[config.mk]
export PLATFORM = sky130hd
export DESIGN_NAME = csc_measurement_speed_cadence
export DESIGN_NICKNAME = d
export VERILOG_FILES = /design/src/rtl/csc_pkg.sv /design/src/rtl/csc_parser.sv /design/src/rtl/csc_divider.sv /design/src/rtl/csc_measurement_speed_cadence.sv
export SDC_FILE = /design/constraint.sdc
export NUM_CORES = 2
export LEC_CHECK = 0
export CAP_MARGIN = 20
export CORE_MARGIN = 2
export CORE_UTILIZATION = 48
export DETAILED_ROUTE_END_ITERATION = 8
export DONT_BUFFER_PORTS = 1
export GPL_TIMING_DRIVEN = 0
export PLACE_DENSITY_LB_ADDON = 0.15
export SYNTH_ARGS = -nofsm -noshare
export SYNTH_HDL_FRONTEND = slang
export SYNTH_SLANG_ARGS = --single-unit
[constraint.sdc]
create_clock -name clk -period 9.35 [get_ports clk]
set_input_delay 0.935 -clock clk [delete_from_list [all_inputs] [get_ports clk]]
set_output_delay 0.935 -clock clk [all_outputs]
set_load 0.01 [all_outputs]
[src/rtl/csc_pkg.sv]
// ============================================================================
// csc_pkg: shared types and constants for the speed and cadence decoder
// Widths of the arithmetic path, scaling constants, the packet record handed
// from the byte parser to the sequencer, and the sequencer state type.
// ============================================================================
package csc_pkg;

  // Wheel circumference register.
  localparam int CIRC_W = 12;
  localparam logic [CIRC_W-1:0] CIRC_RESET = 12'd2095;

  // Shared multiplier: 32-bit operand times a 12-bit operand.
  localparam int MUL_A_W = 32;
  localparam int MUL_B_W = 12;
  localparam int PROD_W  = MUL_A_W + MUL_B_W;

  // Scaling: speed = revs*circ*9*4096 / (dt*100), cadence = revs*1500*4096 / dt.
  localparam int                 SCALE_SHIFT = 12;
  localparam logic [MUL_B_W-1:0] SPEED_DEN_K = 12'd100;
  localparam logic [MUL_B_W-1:0] CADENCE_K   = 12'd1500;

  // Divider: dividend, divisor and saturated quotient widths.
  localparam int NINE_W    = PROD_W + 4;
  localparam int NUM_W     = NINE_W + SCALE_SHIFT;
  localparam int DEN_W     = 23;
  localparam int Q_W       = 16;
  localparam int HI_W      = NUM_W - Q_W;
  localparam int DIV_CNT_W = 5;
  localparam logic [Q_W-1:0] Q_SAT = 16'hFFFF;

  // Byte position counter saturates here.
  localparam logic [3:0] POS_MAX = 4'd15;

  // Fields of the packet being received, as seen after its last byte.
  typedef struct packed {
    logic [1:0]  flags;
    logic [31:0] wheel_revs;
    logic [15:0] wheel_time;
    logic [15:0] crank_revs;
    logic [15:0] crank_time;
  } csc_pkt_t;

  typedef enum logic [3:0] {
    ST_IDLE,
    ST_W_START,
    ST_W_MUL,
    ST_W_NUM,
    ST_W_DIVGO,
    ST_W_DIVWAIT,
    ST_C_START,
    ST_C_MUL,
    ST_C_DIVGO,
    ST_C_DIVWAIT,
    ST_FINISH
  } csc_state_t;

endpackage

[src/rtl/csc_parser.sv]
// ============================================================================
// csc_parser: measurement packet byte parser
// Tracks the byte position, captures the flags byte and assembles the
// little-endian wheel and crank fields. Flags a packet that ends early.
// ============================================================================
module csc_parser (
  input  logic              clk,
  input  logic              rst_n,
  input  logic              take,
  input  logic [7:0]        data_byte,
  input  logic              last_byte,
  output csc_pkg::csc_pkt_t pkt,
  output logic              is_short
);

  logic [3:0]  pos_r, pos_nxt;
  logic [1:0]  flags_r, flags_nxt;
  logic [31:0] fa_r, fa_nxt;
  logic [31:0] wrevs_r, wrevs_nxt;
  logic [15:0] wtime_r, wtime_nxt;
  logic [15:0] crevs_r, crevs_nxt;
  logic [15:0] ctime_r, ctime_nxt;

  logic [3:0]  base;
  logic [3:0]  k_w;
  logic [3:0]  k_c;
  logic        wheel_hit;
  logic        crank_hit;
  logic [1:0]  lane;
  logic [31:0] asm_val;
  logic [1:0]  flags_eff;
  logic [3:0]  need;

  always_comb begin
    base      = flags_r[0] ? 4'd7 : 4'd1;
    k_w       = pos_r - 4'd1;
    k_c       = pos_r - base;
    wheel_hit = flags_r[0] && (pos_r >= 4'd1) && (pos_r <= 4'd6);
    crank_hit = !wheel_hit && flags_r[1] && (pos_r >= base) && (pos_r <= base + 4'd3);
    // Wheel bytes 4 and 5 of the field restart at lane 0 for the time word.
    lane      = wheel_hit ? k_w[1:0] : {1'b0, k_c[0]};
    if (lane == 2'd0) begin
      asm_val = {24'd0, data_byte};
    end else begin
      asm_val = fa_r | ({24'd0, data_byte} << {lane, 3'b000});
    end
  end

  always_comb begin
    pos_nxt   = pos_r;
    flags_nxt = flags_r;
    fa_nxt    = fa_r;
    wrevs_nxt = wrevs_r;
    wtime_nxt = wtime_r;
    crevs_nxt = crevs_r;
    ctime_nxt = ctime_r;
    if (take) begin
      if (pos_r == 4'd0) begin
        flags_nxt = data_byte[1:0];
        fa_nxt    = 32'd0;
      end else if (wheel_hit) begin
        fa_nxt = asm_val;
        if (k_w == 4'd3) wrevs_nxt = asm_val;
        if (k_w == 4'd5) wtime_nxt = asm_val[15:0];
      end else if (crank_hit) begin
        fa_nxt = asm_val;
        if (k_c == 4'd1) crevs_nxt = asm_val[15:0];
        if (k_c == 4'd3) ctime_nxt = asm_val[15:0];
      end
      if (last_byte) begin
        pos_nxt = 4'd0;
      end else if (pos_r < csc_pkg::POS_MAX) begin
        pos_nxt = pos_r + 4'd1;
      end
    end
  end

  // Packet length check uses the flags of the packet this byte belongs to.
  always_comb begin
    flags_eff = (pos_r == 4'd0) ? data_byte[1:0] : flags_r;
    need      = 4'd1 + (flags_eff[0] ? 4'd6 : 4'd0) + (flags_eff[1] ? 4'd4 : 4'd0);
    is_short  = ({1'b0, pos_r} + 5'd1) < {1'b0, need};
  end

  always_ff @(posedge clk) begin
    if (!rst_n) begin
      pos_r   <= 4'd0;
      flags_r <= 2'd0;
      fa_r    <= 32'd0;
      wrevs_r <= 32'd0;
      wtime_r <= 16'd0;
      crevs_r <= 16'd0;
      ctime_r <= 16'd0;
    end else begin
      pos_r   <= pos_nxt;
      flags_r <= flags_nxt;
      fa_r    <= fa_nxt;
      wrevs_r <= wrevs_nxt;
      wtime_r <= wtime_nxt;
      crevs_r <= crevs_nxt;
      ctime_r <= ctime_nxt;
    end
  end

  assign pkt.flags      = flags_r;
  assign pkt.wheel_revs = wrevs_r;
  assign pkt.wheel_time = wtime_r;
  assign pkt.crank_revs = crevs_r;
  assign pkt.crank_time = ctime_r;

endmodule

[src/rtl/csc_divider.sv]
// ============================================================================
// csc_divider: saturating restoring divider
// Divides a wide dividend by a nonzero divisor, one quotient bit per cycle.
// Quotients of 2^16 and above are detected up front and return all ones.
// ============================================================================
module csc_divider (
  input  logic                      clk,
  input  logic                      rst_n,
  input  logic                      start,
  input  logic [csc_pkg::NUM_W-1:0] num,
  input  logic [csc_pkg::DEN_W-1:0] den,
  output logic                      done,
  output logic [csc_pkg::Q_W-1:0]   quot
);

  logic                          busy_r, busy_nxt;
  logic                          done_r, done_nxt;
  logic [csc_pkg::DIV_CNT_W-1:0] cnt_r, cnt_nxt;
  logic [csc_pkg::DEN_W-1:0]     rem_r, rem_nxt;
  logic [csc_pkg::DEN_W-1:0]     den_r, den_nxt;
  logic [csc_pkg::Q_W-1:0]       low_r, low_nxt;
  logic [csc_pkg::Q_W-1:0]       q_r, q_nxt;

  logic [csc_pkg::HI_W-1:0]      hi;
  logic                          overflow;
  logic [csc_pkg::DEN_W:0]       trial;
  logic [csc_pkg::DEN_W:0]       diff;
  logic                          fits;

  always_comb begin
    hi       = num[csc_pkg::NUM_W-1:csc_pkg::Q_W];
    overflow = hi >= csc_pkg::HI_W'(den);
    trial    = {rem_r, low_r[csc_pkg::Q_W-1]};
    diff     = trial - {1'b0, den_r};
    fits     = trial >= {1'b0, den_r};
  end

  always_comb begin
    busy_nxt = busy_r;
    done_nxt = 1'b0;
    cnt_nxt  = cnt_r;
    rem_nxt  = rem_r;
    den_nxt  = den_r;
    low_nxt  = low_r;
    q_nxt    = q_r;
    if (start) begin
      den_nxt = den;
      if (overflow) begin
        q_nxt    = csc_pkg::Q_SAT;
        done_nxt = 1'b1;
      end else begin
        rem_nxt  = hi[csc_pkg::DEN_W-1:0];
        low_nxt  = num[csc_pkg::Q_W-1:0];
        q_nxt    = '0;
        cnt_nxt  = csc_pkg::DIV_CNT_W'(csc_pkg::Q_W);
        busy_nxt = 1'b1;
      end
    end else if (busy_r) begin
      rem_nxt = fits ? diff[csc_pkg::DEN_W-1:0] : trial[csc_pkg::DEN_W-1:0];
      low_nxt = {low_r[csc_pkg::Q_W-2:0], 1'b0};
      q_nxt   = {q_r[csc_pkg::Q_W-2:0], fits};
      cnt_nxt = cnt_r - 1'b1;
      if (cnt_r == csc_pkg::DIV_CNT_W'(1)) begin
        busy_nxt = 1'b0;
        done_nxt = 1'b1;
      end
    end
  end

  always_ff @(posedge clk) begin
    if (!rst_n) begin
      busy_r <= 1'b0;
      done_r <= 1'b0;
      cnt_r  <= '0;
    end else begin
      busy_r <= busy_nxt;
      done_r <= done_nxt;
      cnt_r  <= cnt_nxt;
    end
  end

  always_ff @(posedge clk) begin
    rem_r <= rem_nxt;
    den_r <= den_nxt;
    low_r <= low_nxt;
    q_r   <= q_nxt;
  end

  assign done = done_r;
  assign quot = q_r;

endmodule

[src/rtl/csc_measurement_speed_cadence.sv]
// ============================================================================
// csc_measurement_speed_cadence: cycling speed and cadence measurement decoder
// Decodes measurement packets byte by byte and reports speed and cadence.
// ============================================================================
// The block takes one packet byte per input transfer, flags byte first, with
// tlast on the final byte. Flags bit 0 announces a wheel field (32-bit
// revolutions, 16-bit event time in 1/1024 s) and bit 1 a crank field
// (16-bit revolutions, 16-bit event time), all little-endian. When the final
// byte arrives, speed in 0.01 km/h and cadence in 0.01 rpm are worked out from
// the differences to the previous event, both saturated at 65535. A result
// transfer follows when a present field had a nonzero previous event time, or
// when the packet was too short, in which case short_packet is set and the
// stored state is left alone. Bytes that are not last are taken back to back. A
// last byte holds the input off while the sequencer runs each present field
// that has a nonzero previous event time and a nonzero time step through one
// shared 32x12 multiplier and then one restoring divider that produces a
// quotient bit per cycle; the input is held off until that work is done and,
// when a result transfer follows, until the result has been placed in the output
// register, which waits while an earlier result is still held there.
// The circumference register may be written at any time; it is meant to
// change only while no packet is being finished.
module csc_measurement_speed_cadence (
  input  logic        clk,
  input  logic        rst_n,
  // Byte stream
  input  logic        in_tvalid,
  output logic        in_tready,
  input  logic [7:0]  in_tdata,   // [7:0] data_byte
  input  logic        in_tlast,   // last_byte
  // Results
  output logic        out_tvalid,
  input  logic        out_tready,
  output logic [31:0] out_tdata,  // [15:0] speed_centi_kmh, [31:16] cadence_centi_rpm
  output logic [2:0]  out_tuser,  // [0] speed_valid, [1] cadence_valid, [2] short_packet
  // Wheel circumference in mm
  input  logic        cfg_valid,
  output logic        cfg_ready,
  input  logic [11:0] cfg_data
);

  localparam int NUM_W   = csc_pkg::NUM_W;
  localparam int DEN_W   = csc_pkg::DEN_W;
  localparam int PROD_W  = csc_pkg::PROD_W;
  localparam int NINE_W  = csc_pkg::NINE_W;
  localparam int SH      = csc_pkg::SCALE_SHIFT;

  csc_pkg::csc_state_t state_r, state_nxt;

  logic                        in_take;
  csc_pkg::csc_pkt_t           pkt;
  logic                        pkt_short;

  logic [csc_pkg::CIRC_W-1:0]  circ_r, circ_nxt;

  // Previous events and reported values.
  logic [31:0] prev_wrevs_r, prev_wrevs_nxt;
  logic [15:0] prev_wtime_r, prev_wtime_nxt;
  logic [15:0] prev_crevs_r, prev_crevs_nxt;
  logic [15:0] prev_ctime_r, prev_ctime_nxt;
  logic [15:0] speed_r, speed_nxt;
  logic [15:0] cadence_r, cadence_nxt;
  logic        speed_seen_r, speed_seen_nxt;
  logic        cadence_seen_r, cadence_seen_nxt;
  logic        emit_r, emit_nxt;
  logic        short_r, short_nxt;

  // Arithmetic working registers.
  logic [31:0]        drevs_r, drevs_nxt;
  logic [15:0]        dt_r, dt_nxt;
  logic [PROD_W-1:0]  prod_r, prod_nxt;
  logic [NUM_W-1:0]   num_r, num_nxt;
  logic [DEN_W-1:0]   den_r, den_nxt;

  // Output register.
  logic        out_valid_r, out_valid_nxt;
  logic [31:0] out_data_r, out_data_nxt;
  logic [2:0]  out_user_r, out_user_nxt;

  // Shared multiplier.
  logic [csc_pkg::MUL_A_W-1:0] mul_a;
  logic [csc_pkg::MUL_B_W-1:0] mul_b;
  logic [PROD_W-1:0]           mul_p;
  logic [NINE_W-1:0]           nine;

  logic                        div_start;
  logic                        div_done;
  logic [csc_pkg::Q_W-1:0]     div_q;

  logic [15:0] wheel_dt;
  logic [15:0] crank_dt;

  assign in_tready = (state_r == csc_pkg::ST_IDLE);
  assign in_take   = in_tvalid && in_tready;
  assign cfg_ready = 1'b1;

  csc_parser u_parser (
    .clk       (clk),
    .rst_n     (rst_n),
    .take      (in_take),
    .data_byte (in_tdata),
    .last_byte (in_tlast),
    .pkt       (pkt),
    .is_short  (pkt_short)
  );

  csc_divider u_divider (
    .clk   (clk),
    .rst_n (rst_n),
    .start (div_start),
    .num   (num_r),
    .den   (den_r),
    .done  (div_done),
    .quot  (div_q)
  );

  always_comb begin
    mul_a = drevs_r;
    mul_b = circ_r;
    unique case (state_r)
      csc_pkg::ST_W_NUM: begin
        mul_a = {16'd0, dt_r};
        mul_b = csc_pkg::SPEED_DEN_K;
      end
      csc_pkg::ST_C_MUL: begin
        mul_b = csc_pkg::CADENCE_K;
      end
      default: begin
      end
    endcase
    mul_p = PROD_W'(mul_a) * PROD_W'(mul_b);
    // Times nine, the remaining factor of 36864 after the 4096 shift.
    nine  = NINE_W'(prod_r) + {1'b0, prod_r, 3'b000};
  end

  assign wheel_dt = pkt.wheel_time - prev_wtime_r;
  assign crank_dt = pkt.crank_time - prev_ctime_r;

  always_comb begin
    state_nxt        = state_r;
    circ_nxt         = circ_r;
    prev_wrevs_nxt   = prev_wrevs_r;
    prev_wtime_nxt   = prev_wtime_r;
    prev_crevs_nxt   = prev_crevs_r;
    prev_ctime_nxt   = prev_ctime_r;
    speed_nxt        = speed_r;
    cadence_nxt      = cadence_r;
    speed_seen_nxt   = speed_seen_r;
    cadence_seen_nxt = cadence_seen_r;
    emit_nxt         = emit_r;
    short_nxt        = short_r;
    drevs_nxt        = drevs_r;
    dt_nxt           = dt_r;
    prod_nxt         = prod_r;
    num_nxt          = num_r;
    den_nxt          = den_r;
    out_valid_nxt    = out_valid_r;
    out_data_nxt     = out_data_r;
    out_user_nxt     = out_user_r;
    div_start        = 1'b0;

    if (cfg_valid && cfg_ready) begin
      circ_nxt = cfg_data;
    end
    if (out_valid_r && out_tready) begin
      out_valid_nxt = 1'b0;
    end

    unique case (state_r)
      csc_pkg::ST_IDLE: begin
        if (in_take && in_tlast) begin
          if (pkt_short) begin
            emit_nxt  = 1'b1;
            short_nxt = 1'b1;
            state_nxt = csc_pkg::ST_FINISH;
          end else begin
            emit_nxt  = 1'b0;
            short_nxt = 1'b0;
            state_nxt = csc_pkg::ST_W_START;
          end
        end
      end

      csc_pkg::ST_W_START: begin
        state_nxt = csc_pkg::ST_C_START;
        if (pkt.flags[0]) begin
          drevs_nxt      = pkt.wheel_revs - prev_wrevs_r;
          dt_nxt         = wheel_dt;
          prev_wrevs_nxt = pkt.wheel_revs;
          prev_wtime_nxt = pkt.wheel_time;
          if (prev_wtime_r != 16'd0) begin
            emit_nxt = 1'b1;
            // A zero time step keeps the previous speed.
            if (wheel_dt != 16'd0) state_nxt = csc_pkg::ST_W_MUL;
          end
        end
      end

      csc_pkg::ST_W_MUL: begin
        prod_nxt  = mul_p;
        state_nxt = csc_pkg::ST_W_NUM;
      end

      csc_pkg::ST_W_NUM: begin
        num_nxt   = {nine, SH'(0)};
        den_nxt   = mul_p[DEN_W-1:0];
        state_nxt = csc_pkg::ST_W_DIVGO;
      end

      csc_pkg::ST_W_DIVGO: begin
        div_start = 1'b1;
        state_nxt = csc_pkg::ST_W_DIVWAIT;
      end

      csc_pkg::ST_W_DIVWAIT: begin
        if (div_done) begin
          speed_nxt      = div_q;
          speed_seen_nxt = 1'b1;
          state_nxt      = csc_pkg::ST_C_START;
        end
      end

      csc_pkg::ST_C_START: begin
        state_nxt = csc_pkg::ST_FINISH;
        if (pkt.flags[1]) begin
          drevs_nxt      = {16'd0, pkt.crank_revs - prev_crevs_r};
          dt_nxt         = crank_dt;
          prev_crevs_nxt = pkt.crank_revs;
          prev_ctime_nxt = pkt.crank_time;
          if (prev_ctime_r != 16'd0) begin
            emit_nxt = 1'b1;
            if (crank_dt != 16'd0) state_nxt = csc_pkg::ST_C_MUL;
          end
        end
      end

      csc_pkg::ST_C_MUL: begin
        num_nxt   = {(NUM_W - PROD_W - SH)'(0), mul_p, SH'(0)};
        den_nxt   = {(DEN_W - 16)'(0), dt_r};
        state_nxt = csc_pkg::ST_C_DIVGO;
      end

      csc_pkg::ST_C_DIVGO: begin
        div_start = 1'b1;
        state_nxt = csc_pkg::ST_C_DIVWAIT;
      end

      csc_pkg::ST_C_DIVWAIT: begin
        if (div_done) begin
          cadence_nxt      = div_q;
          cadence_seen_nxt = 1'b1;
          state_nxt        = csc_pkg::ST_FINISH;
        end
      end

      csc_pkg::ST_FINISH: begin
        if (!emit_r) begin
          state_nxt = csc_pkg::ST_IDLE;
        end else if (!out_valid_r || out_tready) begin
          out_valid_nxt = 1'b1;
          out_data_nxt  = {cadence_r, speed_r};
          out_user_nxt  = {short_r, cadence_seen_r, speed_seen_r};
          state_nxt     = csc_pkg::ST_IDLE;
        end
      end

      default: begin
        state_nxt = csc_pkg::ST_IDLE;
      end
    endcase
  end

  always_ff @(posedge clk) begin
    if (!rst_n) begin
      state_r <= csc_pkg::ST_IDLE;
    end else begin
      state_r <= state_nxt;
    end
  end

  always_ff @(posedge clk) begin
    if (!rst_n) begin
      circ_r         <= csc_pkg::CIRC_RESET;
      prev_wrevs_r   <= 32'd0;
      prev_wtime_r   <= 16'd0;
      prev_crevs_r   <= 16'd0;
      prev_ctime_r   <= 16'd0;
      speed_r        <= 16'd0;
      cadence_r      <= 16'd0;
      speed_seen_r   <= 1'b0;
      cadence_seen_r <= 1'b0;
      emit_r         <= 1'b0;
      short_r        <= 1'b0;
      out_valid_r    <= 1'b0;
    end else begin
      circ_r         <= circ_nxt;
      prev_wrevs_r   <= prev_wrevs_nxt;
      prev_wtime_r   <= prev_wtime_nxt;
      prev_crevs_r   <= prev_crevs_nxt;
      prev_ctime_r   <= prev_ctime_nxt;
      speed_r        <= speed_nxt;
      cadence_r      <= cadence_nxt;
      speed_seen_r   <= speed_seen_nxt;
      cadence_seen_r <= cadence_seen_nxt;
      emit_r         <= emit_nxt;
      short_r        <= short_nxt;
      out_valid_r    <= out_valid_nxt;
    end
  end

  always_ff @(posedge clk) begin
    drevs_r    <= drevs_nxt;
    dt_r       <= dt_nxt;
    prod_r     <= prod_nxt;
    num_r      <= num_nxt;
    den_r      <= den_nxt;
    out_data_r <= out_data_nxt;
    out_user_r <= out_user_nxt;
  end

  assign out_tvalid = out_valid_r;
  assign out_tdata  = out_data_r;
  assign out_tuser  = out_user_r;

endmodule
* Yosys cells after proc, flatten, opt, wreduce, memory -nomap -nowiden
Index checks and enable logic that the tools add are counted.
** Storage, ports and cells
- Output and inout bits :: 38
- Register bits :: 546
- Input bits :: 26
- RAM bits :: 0
- ROM bits :: 0
- Logic and storage cells :: 193
- Memories :: 0
- Latch bits :: 0
** Cells by class
- Shift-type cells :: 1
- Bitwise gates (word level) :: 3
- Div/mod/pow operators :: 0
- Eq/ne operators :: 24
- Reductions and logical operators :: 41
- Multiply operators :: 1
- $lt $le $gt $ge :: 8
- Multiplexer cells :: 67
- $add $sub $neg :: 14
** Operator list (number)
- two-way mux 32 bit :: 7
- two-way mux 16 bit :: 8
- case mux 60 bit (2 select lines) :: 1
- two-way mux 23 bit :: 4
- case mux 32 bit (2 select lines) :: 1
- nonzero test 16 bit :: 4
- adder 44 x 47 -> 48 bit :: 1
- subtractor 16 bit :: 3
- case mux 23 bit (2 select lines) :: 1
- >= comparator 44 x 23 -> 1 bit :: 1
- multiplier 32 x 12 -> 44 bit :: 1
- two-way mux 4 bit :: 11
- case mux 4 bit (11 select lines) :: 1
- OR 32 bit :: 1
- case mux 16 bit (2 select lines) :: 1
- << shifter 8 x 5 -> 32 bit :: 1
- subtractor 32 bit :: 1
- >= comparator 24 x 23 -> 1 bit :: 1
- case mux 12 bit (2 select lines) :: 1
- subtractor 23 bit :: 1
- == test 4 x 3 -> 1 bit (second input constant) :: 5
- two-way mux 1 bit :: 19
- two-way mux 3 bit :: 6
- == test 4 x 2 -> 1 bit (second input constant) :: 4
- 37 further kinds :: 74

* Logic depth before layout (Yosys ltp)
- Depth after elaboration :: 10
- Gate-level depth with buffers :: 30
- Mapped depth without buffers :: 27

* By module
A second synthesis with hierarchy kept.
** Second synthesis, totals
- Cell total of the unflattened synthesis :: 4476
- Area, all modules :: 40766.6 µm²
** By module, submodules not included
- csc_measurement_speed_cadence :: sequential area each 8608.3 µm², area each 30374.1 µm², cells an instance 3445, instances 1
- csc_divider :: sequential area each 2482.4 µm², area each 5391.4 µm², cells an instance 501, instances 1
- csc_parser :: sequential area each 2362.3 µm², area each 5001.0 µm², cells an instance 530, instances 1

* Least setup slack after synthesis
OpenSTA, ideal clock, no wires.
- Path kind :: reg2reg
- From :: register state_r[0]
- To :: register num_r[55] (data pin)
- Slack :: 1.638 ns
- Library setup time :: 0.260 ns
- Path buffers :: 3
- Stages on the path, launching flop included :: 27
- Arrival :: 7.452 ns
- Cells stage by stage :: dfxtp_1 -> clkbuf_1 -> nand3b_1 -> inv_2 -> nand2_1 -> clkbuf_1 -> clkbuf_1 -> nand2_1 -> nor2_1 -> fa_1 -> fa_1 -> fa_1 -> fa_1 -> inv_1 -> fa_1 -> inv_1 -> ha_1 -> a21oi_1 -> o21ai_0 -> a31oi_1 -> o2111a_1 -> nor2_1 -> a2111oi_2 -> o21ai_0 -> a21oi_1 -> xnor2_1 -> mux2_2
** On the way
- Cells in the longest elaborated chain, start to end :: 4
- Elaborated cells between the ends (all ways) :: 6
** Ends and longest elaborated chain
- start, declared :: line csc_measurement_speed_cadence.sv:47 : csc_pkg::csc_state_t state_r, state_nxt;
- start signal, assigned :: line csc_measurement_speed_cadence.sv:274 : state_r <= csc_pkg::ST_IDLE;
- start signal, assigned :: line csc_measurement_speed_cadence.sv:276 : state_r <= state_nxt;
- == test 4 x 3 -> 1 bit / == test 4 x 2 -> 1 bit (equally long branches) :: line csc_measurement_speed_cadence.sv:119 : unique case (state_r)
- case mux 12 bit (2 select lines) / two-way mux 32 bit (equally long branches) :: line csc_measurement_speed_cadence.sv:119
- multiplier 32 x 12 -> 44 bit * :: line csc_measurement_speed_cadence.sv:130 : mul_p = PROD_W'(mul_a) * PROD_W'(mul_b);
- via mul_p[43] :: line csc_measurement_speed_cadence.sv:82 : logic [PROD_W-1:0] mul_p;
- case mux 60 bit (2 select lines) * :: line csc_measurement_speed_cadence.sv:168 : unique case (state_r)
- via num_nxt[55] :: line csc_measurement_speed_cadence.sv:71 : logic [NUM_W-1:0] num_r, num_nxt;
- end signal, assigned :: line csc_measurement_speed_cadence.sv:314 : num_r <= num_nxt;
- end, declared :: line csc_measurement_speed_cadence.sv:71
The timed path passes the listed nets; every way through them passes the cells marked *. The select of a mux whose other input is x is not followed.
A chain may end at the register's enable or synchronous reset.

* Worst setup path in the final report
Ends and elaborated chain as after synthesis.

==> flow_summary.yaml <==
timing:
  skew_ns: 0.07445
  hold_ws_ns: 0.4093
  finalHoldViolations: 0
  finalMaxSlewViolations: 0
  worstMarginPinSlew_ns: 1.095
  post-route-min-period_ns: 8.610
  post-route-period-util_pct: 92.09
  grt_setup_unrepaired: "no"
  slew_headroom_pct: 24.89
  finalSetupViolCount: 0
  fmax_mhz: 116.1
global_routing:
  track_usage_pct: 26.91
  antenna_found_initial: 9
  grt_max_degree: 72
  first_global_vias: 30740
  grt_pass1_wl_um: 179200
  grt.overflow.total: 0
clocking:
  clock_sinks: 522
  cts_root_buf: "clkbuf_16"
  clkTransAtPathRegs_ns: 0.06
  cts_hold_buffers: 0
  cts.repair.resized: 0
  cts_buffers: 58
  cts_tree: "yes"
  clock_latency_ns: 0.66
  cts.htree.levels: 2
  cts_buffer_depth: 3
pwr:
  clockPowerShare_pct: 12.5
  power.density_mw_per_mm2: 419.0
  irDropWorstVdd_v: 0.0004741
  sequentialPowerShare_pct: 20.6
  power.internal_mw: 9.519
  p_sw_share_pct: 48.04
  p_comb_share_pct: 66.9
  netSwitchingPower_mw: 8.800
  p_leak_nw: 18.72
logic_synthesis:
  synthMuxAreaShare_pct: 2.307
  ys_ff_latch: 522
  ys_warn_count: 0
  ys_async_sr_fraction_pct: 0
  synth_ff_type: "edfxtp_1"
  synth_area_mm2: 0.04030
  yosysUniqueCellTypes: 90
  netlist_instances: 4461
  yosys.area_share.simple_pct: 17.23
  synth_compound_area_share_pct: 14.43
  synth_edf_count: 264
  synth_top_family_by_area: "adder cells"
  postSynthAreaPerCell_um2: 9.035
  synth_xor_area_share_pct: 3.303
  synthAdderAreaFrac_pct: 23.30
  syn_nets: 5054
  ys_seq_area_share_pct: 32.48
detailed_routing:
  drcViolationCount: 0
  wl_per_cell_um: 20.68
  routed_wl_um: 117000
  first_pass_iters: 6
  vias_per_cell: 5.573
  drt_iter0_drc: 2186
  ant_nets: 0
  route.vias.total: 31530
floorplan:
  core_area_mm2: 0.08342
  dieArea_mm2: 0.08630
  num_rows: 106
  ioPinCount: 64
  die_y_um: 293.8
  dieWidth_um: 293.8
  initial_core_util_pct: 48.31
worst_setup_path:
  crit_top_cell: "fa_1"
  cp_slowest_stage_delay_ns: 0.66
  critPathMaxFanout: 10
  worst_setup_path_start_kind: "register"
  cp-end-kind: "register"
  cp_data_required_time_ns: 9.69
  crit_type: "reg -> reg"
  critPathArrivalTime_ns: 8.95
  slowest_stage: "clkbuf_1"
layout:
  seq_area_mm2: 0.01309
  drive_gt1_share_pct: 3.080
  area_growth_syn_to_layout_pct: 8.462
  multi_input_area_mm2: 0.02443
  diodes: 0
  num-fill-cells: 7910
  nets: 5122
  fin_area_mm2: 0.04372
status:
  status: "finished clean"
hold_path:
  hp-class: "in -> reg"
placement:
  hpwl_um: 94010
  dpl_cell_area_mm2: 0.04179
  place_congestion: 0.9528
  io_buffers: 0
job:
  cap_violations: 0
==> final timing paths <==
kind	start	end	slack (ns)	cells past startpoint
max	state_r[0]	num_r[55]	0.74	26
max reg2reg	state_r[0]	num_r[55]	0.74	26
min reg2reg	speed_r[8]	out_tdata[8]	0.43	0
min	cfg_data[3]	circ_r[3]	0.41	2
==> sequential cells by signal, indices dropped and copies added, names as in the netlist, 16 cells and up <==
name	flops
u_parser.wrevs_r	32
den_r	23
u_parser.wtime_r	16
dt_r	16
prev_wtime_r	16
u_parser.crevs_r	16
num_r	48
prev_ctime_r	16
prod_r	44
u_divider.quot	16
cadence_r	16
prev_crevs_r	16
u_parser.fa_r	32
u_parser.ctime_r	16
speed_r	16
u_divider.rem_r	23
u_divider.den_r	23
prev_wrevs_r	32
out_tdata	32
drevs_r	32
==> worst max-delay path: cells and delay by family (launching register included) <==
family,cells,cell delay (ns)
simple gates,4,0.63
compound gates,7,1.86
buf+inv,7,1.97
mux,1,0.28
xor+xnor,1,0.12
flops,1,0.42
fa+ha+maj,6,3.01
==> cells by family after synthesis <==
family	after synthesis
buf+inv	740
simple gates	1516
compound gates	871
flops	522
fa+ha+maj	567
other cells	1
mux	92
xor+xnor	152
==> what timing repair did <==
| item | 4_1_cts | 5_1_grt |
|---|---|---|
| buffers inserted | 0 | 1 |
| endpoints found under the setup margin | 0 | 9 |
| hold endpoints to repair | 0 | 0 |
==> layout make-up <==
| class | instances | area share, % |
|---|---|---|
| tap | 1080 | 3.091 |
| clock buffer | 80 | 3.752 |
| sequential | 522 | 29.95 |
| buffer | 207 | 1.820 |
| timing repair buffer | 8 | 0.2977 |
| inverter | 533 | 4.582 |
| multi-input combinational | 3199 | 55.89 |
| clock inverter | 29 | 0.6125 |
==> metrics by stage <==
step	worst slack, ns	instances	setup TNS [ns]	util (%)	power, mW
2_1_floorplan	1.638	4461	0	-	12.63
6_report	0.7400	5658	0	52.40	18.32
4_1_cts	0.06336	5656	0	52.38	18.31
3_5_place_dp	0.1495	5547	0	50.10	15.95
5_1_grt	0.2776	5658	0	52.40	19.98
3_3_place_gp	-1.128	5541	-29.23	49.93	15.83
==> cell usage after synthesis (all sizes together) (72+ instances only) <==
master / number / area, um^2
nand2: 738 / 2770
inv: 533 / 2001
fa: 306 / 6126
edfxtp: 264 / 7928
ha: 261 / 3266
dfxtp: 258 / 5165
nor2: 231 / 867.1
a21oi: 212 / 1065
clkbuf: 182 / 684.4
o21ai: 167 / 843.3
a21boi: 147 / 1104
nand3: 139 / 695.7
xnor2: 99 / 867.1
nor2b: 94 / 595.6
and3: 93 / 581.8
mux2i: 85 / 850.8
a21o: 72 / 540.5
==> layer usage <==
metal | wire length [um] | part of all wire, % | GRT usage, %
met2 | 53720 | 46 | 44.03
met5 | 92 | 0.079 | 0
met4 | 4801 | 4.1 | 9.918
met3 | 7643 | 6.5 | 4.479
met1 | 50740 | 43 | 35.94
==> power by group through the flow <==
stage	Clock (mW)	Sequential [mW]	Combinational, mW
floorplan	0	3.73	8.89
global placement	0	3.83	12.0
detailed placement	0	3.82	12.1
CTS	2.33	3.78	12.2
global route	2.42	3.81	13.7
finish	2.28	3.78	12.3
==> cells in the final DEF, fill, tap and decap left out, drive strengths merged, types with 39 or more instances in the layout <==
cell type  synthesis  layout
nor2b             94      94
xor2              53      53
and2              39      39
nand2            738     738
and3              93      93
inv              533     536
xnor2             99      99
edfxtp           264     264
nand3            139     139
nor2             231     231
fa               306     306
o21ai            167     167
dfxtp            258     258
nand2b            41      41
a21o              72      72
ha               261     261
mux2i             85      85
a21oi            212     212
o21a              49      49
clkbuf           182     263
a21boi           147     147
Note: power is estimated with default switching activity, not from simulation.
